==> config.mk <==
export PLATFORM = sky130hd
export DESIGN_NAME = nec_ir_pulse_decoder
export DESIGN_NICKNAME = d
export VERILOG_FILES = /design/src/hw/rtl/nipd_pkg.sv /design/src/hw/rtl/nipd_cfg.sv /design/src/hw/rtl/nipd_core.sv /design/src/hw/rtl/nec_ir_pulse_decoder.sv
export SDC_FILE = /design/constraint.sdc
export NUM_CORES = 1
export LEC_CHECK = 0
export BUFFER_PORTS_ARGS = -buffer_cell sky130_fd_sc_hd__buf_2
export CAP_MARGIN = 20
export CORE_MARGIN = 5
export CORE_UTILIZATION = 50
export DETAILED_ROUTE_END_ITERATION = 8
export GPL_ROUTABILITY_DRIVEN = 1
export PLACE_DENSITY = 0.69
export SKIP_CTS_REPAIR_TIMING = 1
export SLEW_MARGIN = 15
export SYNTH_ARGS = -nofsm -noshare
export SYNTH_HDL_FRONTEND = slang
export SYNTH_HIERARCHICAL = 1
export SYNTH_SLANG_ARGS = --single-unit
==> constraint.sdc <==
create_clock -name aclk -period 5 [get_ports aclk]
set_input_delay 0.25 -clock aclk [delete_from_list [all_inputs] [get_ports aclk]]
set_output_delay 0.25 -clock aclk [all_outputs]
set_load 0.02 [all_outputs]
==> src/hw/rtl/nipd_pkg.sv <==
// shared types and constants for the nec ir pulse decoder
package nipd_pkg;

    localparam int WIDTH_W     = 16;
    localparam int CFG_IDX_W   = 4;
    localparam int BYTE_W      = 8;
    localparam int BIT_POS_W   = 7;
    localparam int S_TDATA_W   = 24;
    localparam int M_TDATA_W   = 48;

    localparam logic [WIDTH_W-1:0] SHORT_MARK_MAX = 16'd70;
    localparam logic [WIDTH_W-1:0] BIT_SPACE_MAX  = 16'd180;
    localparam logic signed [BIT_POS_W-1:0] FRAME_BITS  = 7'sd32;
    localparam logic signed [BIT_POS_W-1:0] BIT_POS_MAX = 7'sd63;
    localparam logic signed [BIT_POS_W-1:0] BIT_POS_IDLE = -7'sd1;
    localparam logic [BYTE_W-1:0] REPEAT_MAX = 8'd255;

    localparam logic [WIDTH_W-1:0] RST_LEADER_MARK_MIN  = 16'd850;
    localparam logic [WIDTH_W-1:0] RST_LEADER_MARK_MAX  = 16'd1000;
    localparam logic [WIDTH_W-1:0] RST_LEADER_SPACE_MIN = 16'd420;
    localparam logic [WIDTH_W-1:0] RST_LEADER_SPACE_MAX = 16'd480;
    localparam logic [WIDTH_W-1:0] RST_REPEAT_SPACE_MIN = 16'd200;
    localparam logic [WIDTH_W-1:0] RST_REPEAT_SPACE_MAX = 16'd260;
    localparam logic [WIDTH_W-1:0] RST_SHORT_PULSE_MIN  = 16'd40;
    localparam logic [WIDTH_W-1:0] RST_ONE_SPACE_MIN    = 16'd100;

    typedef enum logic [CFG_IDX_W-1:0] {
        REG_LEADER_MARK_MIN  = 4'd0,
        REG_LEADER_MARK_MAX  = 4'd1,
        REG_LEADER_SPACE_MIN = 4'd2,
        REG_LEADER_SPACE_MAX = 4'd3,
        REG_REPEAT_SPACE_MIN = 4'd4,
        REG_REPEAT_SPACE_MAX = 4'd5,
        REG_SHORT_PULSE_MIN  = 4'd6,
        REG_ONE_SPACE_MIN    = 4'd7
    } cfg_idx_t;

    typedef enum logic {
        OP_EDGE    = 1'b0,
        OP_TIMEOUT = 1'b1
    } opcode_t;

    typedef struct packed {
        logic [WIDTH_W-1:0] leader_mark_min;
        logic [WIDTH_W-1:0] leader_mark_max;
        logic [WIDTH_W-1:0] leader_space_min;
        logic [WIDTH_W-1:0] leader_space_max;
        logic [WIDTH_W-1:0] repeat_space_min;
        logic [WIDTH_W-1:0] repeat_space_max;
        logic [WIDTH_W-1:0] short_pulse_min;
        logic [WIDTH_W-1:0] one_space_min;
    } cfg_t;

    typedef struct packed {
        opcode_t            opcode;
        logic               line_level;
        logic [WIDTH_W-1:0] interval_width;
    } event_t;

    typedef struct packed {
        logic [BYTE_W-1:0]              address;
        logic [BYTE_W-1:0]              address_inv;
        logic [BYTE_W-1:0]              command;
        logic [BYTE_W-1:0]              command_inv;
        logic signed [BIT_POS_W-1:0]    bit_position;
        logic                           leader_seen;
        logic                           done_flag;
        logic [BYTE_W-1:0]              repeats;
    } dec_state_t;

endpackage

==> src/hw/rtl/nipd_cfg.sv <==
// configuration register file for the nec ir pulse decoder
module nipd_cfg (
    input  logic                        aclk,
    input  logic                        aresetn,
    input  logic                        cfg_we,
    input  logic [nipd_pkg::CFG_IDX_W-1:0] cfg_index,
    input  logic [nipd_pkg::WIDTH_W-1:0]   cfg_data,
    output nipd_pkg::cfg_t              cfg
);
    import nipd_pkg::*;

    cfg_t cfg_reg;

    always_ff @(posedge aclk) begin
        if (!aresetn) begin
            cfg_reg.leader_mark_min  <= RST_LEADER_MARK_MIN;
            cfg_reg.leader_mark_max  <= RST_LEADER_MARK_MAX;
            cfg_reg.leader_space_min <= RST_LEADER_SPACE_MIN;
            cfg_reg.leader_space_max <= RST_LEADER_SPACE_MAX;
            cfg_reg.repeat_space_min <= RST_REPEAT_SPACE_MIN;
            cfg_reg.repeat_space_max <= RST_REPEAT_SPACE_MAX;
            cfg_reg.short_pulse_min  <= RST_SHORT_PULSE_MIN;
            cfg_reg.one_space_min    <= RST_ONE_SPACE_MIN;
        end else if (cfg_we) begin
            // indexes beyond the register list fall to the default arm
            case (cfg_index)
                REG_LEADER_MARK_MIN:  cfg_reg.leader_mark_min  <= cfg_data;
                REG_LEADER_MARK_MAX:  cfg_reg.leader_mark_max  <= cfg_data;
                REG_LEADER_SPACE_MIN: cfg_reg.leader_space_min <= cfg_data;
                REG_LEADER_SPACE_MAX: cfg_reg.leader_space_max <= cfg_data;
                REG_REPEAT_SPACE_MIN: cfg_reg.repeat_space_min <= cfg_data;
                REG_REPEAT_SPACE_MAX: cfg_reg.repeat_space_max <= cfg_data;
                REG_SHORT_PULSE_MIN:  cfg_reg.short_pulse_min  <= cfg_data;
                REG_ONE_SPACE_MIN:    cfg_reg.one_space_min    <= cfg_data;
                default: ;
            endcase
        end
    end

    assign cfg = cfg_reg;

endmodule

==> src/hw/rtl/nipd_core.sv <==
// next-state logic: applies one event to the decoder state
module nipd_core (
    input  nipd_pkg::cfg_t       cfg,
    input  nipd_pkg::event_t     ev,
    input  nipd_pkg::dec_state_t cur,
    output nipd_pkg::dec_state_t nxt
);
    import nipd_pkg::*;

    function automatic logic in_range(input logic [WIDTH_W-1:0] w,
                                      input logic [WIDTH_W-1:0] lo,
                                      input logic [WIDTH_W-1:0] hi);
        return (w > lo) && (w < hi);
    endfunction

    logic               lvl;
    logic [WIDTH_W-1:0] w;
    logic               is_one;
    logic [4:0]         pos;

    assign lvl    = ev.line_level;
    assign w      = ev.interval_width;
    assign is_one = w > cfg.one_space_min;

    // rules apply in order, each sees the effects of the earlier ones
    always_comb begin
        nxt = cur;
        pos = 5'd0;
        if (ev.opcode == OP_TIMEOUT) begin
            nxt = '0;
        end else begin
            if (lvl && in_range(w, cfg.leader_mark_min, cfg.leader_mark_max)) begin
                nxt.leader_seen = 1'b1;
                nxt.done_flag   = 1'b0;
            end
            if (!lvl && nxt.leader_seen
                && in_range(w, cfg.leader_space_min, cfg.leader_space_max)) begin
                nxt.bit_position = BIT_POS_IDLE;
                nxt.repeats      = '0;
                nxt.leader_seen  = 1'b0;
            end
            if (!lvl && nxt.leader_seen
                && in_range(w, cfg.repeat_space_min, cfg.repeat_space_max)) begin
                nxt.bit_position = BIT_POS_IDLE;
                nxt.leader_seen  = 1'b0;
                if (nxt.repeats != REPEAT_MAX) begin
                    nxt.repeats = nxt.repeats + 8'd1;
                end
                nxt.done_flag = 1'b1;
            end
            if (lvl && in_range(w, cfg.short_pulse_min, SHORT_MARK_MAX)) begin
                if (nxt.bit_position < BIT_POS_MAX) begin
                    nxt.bit_position = nxt.bit_position + 7'sd1;
                end
            end
            if (!lvl && in_range(w, cfg.short_pulse_min, BIT_SPACE_MAX)
                && !nxt.bit_position[BIT_POS_W-1] && (nxt.bit_position < FRAME_BITS)) begin
                pos = nxt.bit_position[4:0];
                case (pos[4:3])
                    2'd0:    nxt.address[pos[2:0]]     = is_one;
                    2'd1:    nxt.address_inv[pos[2:0]] = is_one;
                    2'd2:    nxt.command[pos[2:0]]     = is_one;
                    default: nxt.command_inv[pos[2:0]] = is_one;
                endcase
            end
            if (nxt.bit_position == FRAME_BITS) begin
                nxt.done_flag = 1'b1;
            end
        end
    end

endmodule

==> src/hw/rtl/nec_ir_pulse_decoder.sv <==
// top level of the nec ir pulse decoder: input register, state, result register
// Decodes NEC infrared frames from edge and timeout events, one word in and one
// word out per event. A word is captured in the input register, then applied to
// the decoder state while the result is written to the output register, so the
// block sustains one word per clock while the master side accepts results. Both
// stages hold while the result waits, so a stall on the master side reaches
// s_tready in the same cycle. The user must write the eight width thresholds
// via cfg_we/cfg_index/cfg_data only while idle; the block does not enforce it.
module nec_ir_pulse_decoder (
    input  logic                            aclk,
    input  logic                            aresetn,
    input  logic                            cfg_we,
    input  logic [nipd_pkg::CFG_IDX_W-1:0]  cfg_index,
    input  logic [nipd_pkg::WIDTH_W-1:0]    cfg_data,
    input  logic                            s_tvalid,
    output logic                            s_tready,
    // [0] line_level, [16:1] interval_width, [23:17] zero
    input  logic [nipd_pkg::S_TDATA_W-1:0]  s_tdata,
    // [0] opcode
    input  logic                            s_tuser,
    output logic                            m_tvalid,
    input  logic                            m_tready,
    // [7:0] address, [15:8] address_inverse, [23:16] command,
    // [31:24] command_inverse, [32] frame_done, [40:33] repeat_count, [47:41] zero
    output logic [nipd_pkg::M_TDATA_W-1:0]  m_tdata
);
    import nipd_pkg::*;

    cfg_t       cfg;
    event_t     ev_reg;
    logic       ev_valid_reg;
    dec_state_t st_reg;
    dec_state_t st_next;
    logic [M_TDATA_W-1:0] out_data_reg;
    logic       out_valid_reg;
    logic       advance;

    nipd_cfg u_cfg (
        .aclk      (aclk),
        .aresetn   (aresetn),
        .cfg_we    (cfg_we),
        .cfg_index (cfg_index),
        .cfg_data  (cfg_data),
        .cfg       (cfg)
    );

    nipd_core u_core (
        .cfg (cfg),
        .ev  (ev_reg),
        .cur (st_reg),
        .nxt (st_next)
    );

    assign advance  = !out_valid_reg || m_tready;
    assign s_tready = !ev_valid_reg || advance;

    always_ff @(posedge aclk) begin
        if (!aresetn) begin
            ev_valid_reg  <= 1'b0;
            out_valid_reg <= 1'b0;
            st_reg        <= '0;
        end else begin
            if (s_tready) begin
                ev_valid_reg <= s_tvalid;
            end
            if (advance) begin
                out_valid_reg <= ev_valid_reg;
                if (ev_valid_reg) begin
                    st_reg <= st_next;
                end
            end
        end
    end

    // payload registers
    always_ff @(posedge aclk) begin
        if (s_tready && s_tvalid) begin
            ev_reg.opcode         <= opcode_t'(s_tuser);
            ev_reg.line_level     <= s_tdata[0];
            ev_reg.interval_width <= s_tdata[WIDTH_W:1];
        end
        if (advance && ev_valid_reg) begin
            out_data_reg <= {7'd0, st_next.repeats, st_next.done_flag,
                             st_next.command_inv, st_next.command,
                             st_next.address_inv, st_next.address};
        end
    end

    assign m_tvalid = out_valid_reg;
    assign m_tdata  = out_data_reg;

endmodule

==> results.tsv, run 1 <==
metric	value	unit
initial antenna violation count	0	
number of remaining DRC errors	0	
diode count	0	
wire per inst	17.8	um
Synth Warn #	6	
pre-CTS setup slack	122	ps
Avg Cell Area, Syn	9.39	um2
sequential area share after synthesis	39.3	%
ys flop type	dfxtp_1	
first-pass GRT wire length	53.7	mm
Slew @ Worst Pin	842	ps
DIE AREA	30600	um2
Clock Skews	13.5	ps
Async SR Flop Fraction	0	%
startpoint types	flop	
clock sinks	238	
EDFF count, synth	59	
die height	175	um
max frequency	213	MHz
count of input and output buffers	85	
Synth Cell Area	13600	um2
RSZ-0062 raised after global routing	false	
crit-path most repeated cell	buf_4	
Arrival @ worst endpoint	5150	ps
Max rail drop VDD	0.285	mV
met3 usage	3.94	%
core area	26900	um2
Required @ worst endpoint	5460	ps
crit end category	flop	
# H-tree levels	1	
Buf+Inv Stages, Crit Path	3	
clock tree buffer depth	3	
fin crit share	93.7	%
Rows	60	
width of the die	175	um
Initial Util	50.6	%
vias	10700	
Most Used Layer, Global Route	met2	
routability cong.	0.891	
Critical Path Fanout Max	10	
M1 GR Usage	29.5	%
max reg flops	128	
setup TNS	0	ps
Synth Instances	1450	
final core occ	57.7	%
crit path time final	4690	ps
CP Class	flop to flop	
slowest cell delay on critical path	560	ps
Power Density	297	nW/um2
final setup fails	0	
clock root buffer	clkbuf_16	
CP max stage cell	or4b_1	
drt pass-1 iters	5	
DP HPWL	23.6	mm
dpl cell area	14300	um2
largest net degree at the start of global routing	127	
number of library cell types mapped by synthesis	85	
Final Worst Setup Slack	315	ps
vias in the first global route	10200	
met2 Usage GRT	35.0	%
vias per cell	5.59	
total power draw	4.60	mW
1st-iter DRT viols	734	
CTS clk-pin slew, worst paths	60	ps
max capacitance violation total	0	
leakage power	6.84	nW
Nets	1736	
DP Cell Count	1847	
critical path's top delay family	simple AND/OR/NAND/NOR gates	
Cell Chain, Critical Path	buf_4, ha_1, nor2b_1, o211ai_1, a21oi_1, or4b_1, and4bb_4, a21oi_4, nand2b_1, ha_1, nand3b_1, a2111oi_4, buf_4, o22a_1, a211o_1, o21ai_0, a21oi_1, buf_4, nand3_1, mux2i_1, nand2_1, mux2i_1	
CTS Buf Count	27	
gr ovfl total	0	
Antenna Nets Post-Route	0	
Clk Latency, worst-skew pair	540	ps
WHS	4.20	ps
CTS tree	built	
I/O pins	100	
synthesized flop and latch total	238	
headroom to the max-slew limit	43.8	%
status	finished, final reports clean	
Area Growth Syn to Fin	13.9	%
ratio of cells with drive above 1 in the final layout	13.2	%
worst min-delay path class	input pin to flop	
total track usage	21.6	%
final hold vios	0	
fin cells	1921	
total wire length	34.2	mm
max-slew violations	0	
post-layout instance area	15500	um2
## final timing paths
path / start / end / slack (ps) / cells after the start
setup reg to reg: ev_reg[1]$_DFFE_PP_ / st_reg[46]$_SDFFE_PN0P_ / 310 / 22
setup / recovery: ev_reg[1]$_DFFE_PP_ / st_reg[46]$_SDFFE_PN0P_ / 310 / 22
hold / removal: cfg_data[9] / u_cfg/cfg[121]$_SDFFE_PN1P_ / 4 / 3
hold reg to reg: u_cfg/cfg[107]$_SDFFE_PN0P_ / u_cfg/cfg[107]$_SDFFE_PN0P_ / 460 / 2
## logic make-up (layout without fill, tap and decap cells)
group | count (synthesis) | after routing | share of synthesized area (%)
fa+ha+maj | 127 | 127 | 11.7
mux | 181 | 181 | 13.3
xor+xnor | 5 | 5 | 0.322
simple gates | 493 | 493 | 17.8
flops | 238 | 238 | 39.3
compound gates | 198 | 198 | 10.1
other cells | 1 | 7 | 0.0276
buf+inv | 207 | 331 | 7.50
## routing by layer
metal,wire (um),share of wire [%],vias up
li1,-,-,5269
met5,0,0,-
met1,15500,45,5094
met3,2040,6.0,66
met4,976,2.9,0
met2,15700,46,311
## layout by cell type, fill, tap and decap left out, types with 4 or more instances in the layout
master,synthesis,layout
dfxtp_1,179,179
nor3_2,4,5
a211oi_1,10,9
o21ai_0,39,39
nor4_1,7,6
a21o_1,12,12
buf_2,7,84
nand3_1,55,55
o211ai_1,30,30
a211o_1,4,4
nand2b_1,43,43
and2_1,7,7
nand4_1,32,32
nor3_1,9,8
mux2i_1,181,181
a21oi_1,51,50
conb_1,1,7
inv_1,138,138
clkinv_2,0,8
dlygate4sd3_1,0,21
nor2_1,36,36
buf_4,13,34
o21a_1,4,4
bufinv_16,0,5
edfxtp_1,59,59
ha_1,127,127
clkbuf_16,0,27
and3_1,6,6
a21boi_0,4,4
nor2b_1,11,11
nand2_1,254,254
## synth_stat cells (4+ instances only)
master / n / area, um2
a211o_1: 4 / 35.0
a211oi_1: 10 / 75.1
a21boi_0: 4 / 30.0
a21o_1: 12 / 90.1
a21oi_1: 51 / 255
and2_1: 7 / 43.8
and3_1: 6 / 37.5
buf_12: 5 / 100
buf_2: 7 / 35.0
buf_4: 13 / 97.6
buf_6: 10 / 113
clkbuf_1: 28 / 105
dfxtp_1: 179 / 3580
edfxtp_1: 59 / 1770
ha_1: 127 / 1590
inv_1: 138 / 518
mux2i_1: 181 / 1810
nand2_1: 254 / 953
nand2b_1: 43 / 269
nand3_1: 55 / 275
nand4_1: 32 / 200
nor2_1: 36 / 135
nor2b_1: 11 / 68.8
nor3_1: 9 / 45.0
nor3_2: 4 / 40.0
nor4_1: 7 / 43.8
o211ai_1: 30 / 225
o21a_1: 4 / 30.0
o21ai_0: 39 / 195
o21ai_1: 4 / 20.0
## worst reg2reg max path: cells and delay by family, from the launching register on
kind / cells / cell delay (ps)
flip-flops: 1 / 500
buffers and inverters: 3 / 560
adder cells (fa/ha/maj): 2 / 530
AO/OA/AOI/OAI: 8 / 1220
multiplexers: 2 / 390
AND/OR/NAND/NOR: 7 / 1410
## report_power, final
group / switching, mW / internal [mW]
Sequential: 0.0344 / 2.01
Clock: 0.824 / 1.28
Combinational: 0.279 / 0.163
Total: 1.14 / 3.46
## final cells by class
type	instances	area [um2]
Sequential cell	238	5360
Clock buffer	30	707
Timing Repair Buffer	142	937
Multi-Input combinational cell	1011	7300
Tap cell	341	427
Clock inverter	20	249
Fill cell	2370	11400
Inverter	139	522
Note: power is estimated with default switching activity, not from simulation.
==> inputs of run 2 (changes only) <==
CTS_BUF_LIST = sky130_fd_sc_hd__clkbuf_4 sky130_fd_sc_hd__clkbuf_8   (was not set)
CTS_CLUSTER_SIZE = 25   (was not set)
clock period = 5.9 ns   (was 5 ns; I/O delays follow)
==> results.tsv, run 2 (synthesis gave the netlist of run 1 again) <==
metric	value	unit	change
status	finished, final reports clean		
core area	26900	um2	unchanged
Nets	1723		-0.75%
drt pass-1 iters	5		unchanged
die height	175	um	unchanged
Initial Util	50.6	%	unchanged
Critical Path Fanout Max	17		+7
WHS	4.87	ps	+0.670 ps
Slew @ Worst Pin	938	ps	+95.3 ps
pre-CTS setup slack	674	ps	+551 ps
worst reg2reg setup slack	500	ps	+190 ps
initial antenna violation count	0		unchanged
fin cells	1922		+0.052%
final core occ	56.4	%	-1.2 points
vias per cell	5.64		+0.88%
Antenna Nets Post-Route	0		unchanged
first-pass GRT wire length	54.9	mm	+2.3%
Max rail drop VDD	0.195	mV	-32%
Clk Latency, worst-skew pair	560	ps	+20 ps
dpl cell area	14100	um2	-1.4%
Clock Skews	27.5	ps	+14.0 ps
vias in the first global route	10400		+1.9%
Final Worst Setup Slack	501	ps	+186 ps
Hold Path End	u_cfg/cfg[116]$_SDFFE_PN1P_		
Register-to-Register Path Depth	19		-14%
total track usage	22.1	%	+0.55 points
clock tree buffer depth	3		unchanged
most common cell after layout, fill and taps aside	nand2_1		
max-slew violations	0		unchanged
final setup fails	0		unchanged
reg2reg end	st_reg[46]$_SDFFE_PN0P_		
clock sinks	238		unchanged
Rows	60		unchanged
Hold Crit Start	cfg_data[4]		
Crit Reg-Reg Startpoint	ev_reg[5]$_DFFE_PP_		
Required @ worst endpoint	6380	ps	+920 ps
post-layout instance area	15200	um2	-2.1%
ratio of cells with drive above 1 in the final layout	13.2	%	about the same
diode count	0		unchanged
1st-iter DRT viols	864		+18%
headroom to the max-slew limit	37.5	%	-6.4 points
clock root buffer	clkbuf_8		
setup TNS	0	ps	unchanged
total power draw	3.70	mW	-19%
startpoint types	flop		
max frequency	185	MHz	-13%
DP HPWL	23.6	mm	-0.27%
total wire length	35.0	mm	+2.3%
CTS tree	built		
hold-critical path depth	3		unchanged
CTS clk-pin slew, worst paths	70	ps	about the same
most frequent cells in the layout	nand2_1, mux2i_1, dfxtp_1		
# H-tree levels	2		+1
I/O pins	100		unchanged
Power Density	244	nW/um2	-18%
CTS Buf Count	43		+59%
DP Cell Count	1824		-1.2%
fin crit share	91.5	%	-2.2 points
Area Growth Syn to Fin	11.4	%	
worst min-delay path class	input pin to flop		
crit end category	flop		
largest net degree at the start of global routing	113		-11%
count of input and output buffers	85		unchanged
vias	10800		+0.93%
routability cong.	0.889		-0.25%
final hold vios	0		unchanged
max reg flops	128		unchanged
wire per inst	18.2	um	+2.3%
crit path time final	5400	ps	+714 ps
max capacitance violation total	0		unchanged
leakage power	6.70	nW	-1.9%
CP Class	flop to flop		
width of the die	175	um	unchanged
DIE AREA	30600	um2	unchanged
Arrival @ worst endpoint	5880	ps	+730 ps
gr ovfl total	0		unchanged
number of remaining DRC errors	0		unchanged
RSZ-0062 raised after global routing	false		
run 2: changes by cell type in the layout (fill, tap and decap cells not counted), moves of 2 or more:
cell and delta:
clkbuf_16 -27, clkinv_2 -3, dlygate4sd3_1 -3, buf_12 -2, bufinv_16 -5, clkbuf_4 +16, clkbuf_8 +51, buf_4 -24
run 2: worst max path at each step:
stage	start	to	slack, ps	cells after the start
2_1_floorplan	ev_reg[14]$_DFFE_PP_	st_reg[24]$_SDFFE_PN0P_	1660	20
3_3_place_gp	ev_reg[5]$_DFFE_PP_	st_reg[46]$_SDFFE_PN0P_	800	18
3_5_place_dp	ev_reg[5]$_DFFE_PP_	st_reg[46]$_SDFFE_PN0P_	670	18
4_1_cts	ev_reg[5]$_DFFE_PP_	st_reg[46]$_SDFFE_PN0P_	650	18
5_1_grt	ev_reg[1]$_DFFE_PP_	st_reg[30]$_SDFFE_PN0P_	140	18
6_report	ev_reg[5]$_DFFE_PP_	st_reg[46]$_SDFFE_PN0P_	500	19
run 2: per-layer routing:
layer,part of all wire (%),global-route usage (%),vias to the layer above
met3,5.8,3.44,49
met4,1.8,6.12,0
met5,0,0,-
li1,-,-,5248
met1,45,30.7,5247
met2,47,36.2,296
run 2: final cells by class:
type	count	area [um2]
clock inverters	11	60.1
clock buffers	69	850
multi-input cells	1011	7260
well taps	341	427
flip-flops and latches	238	5360
fillers	2438	11700
inverters	139	522
repair buffers	113	687
run 2: critical path: stages, from the launching register on:
cell       delay (ps)
edfxtp_1          760
ha_1              370
a21oi_1           140
o21ai_0           210
a221oi_1          480
a21oi_1           150
and4bb_4          450
a21oi_4           100
nand2b_1          140
ha_1              310
nand3b_1          130
a2111oi_2         460
o22a_1            240
a211o_1            90
o21ai_0           120
a21oi_1           480
nand3_1           230
mux2i_1           230
nand2_1            70
mux2i_1           160
run 2: power breakdown:
part | internal (mW) | leakage [nW] | switching, mW
clock network | 0.916 | 0.484 | 0.691
registers | 1.71 | 1.99 | 0.0392
logic | 0.126 | 4.23 | 0.226
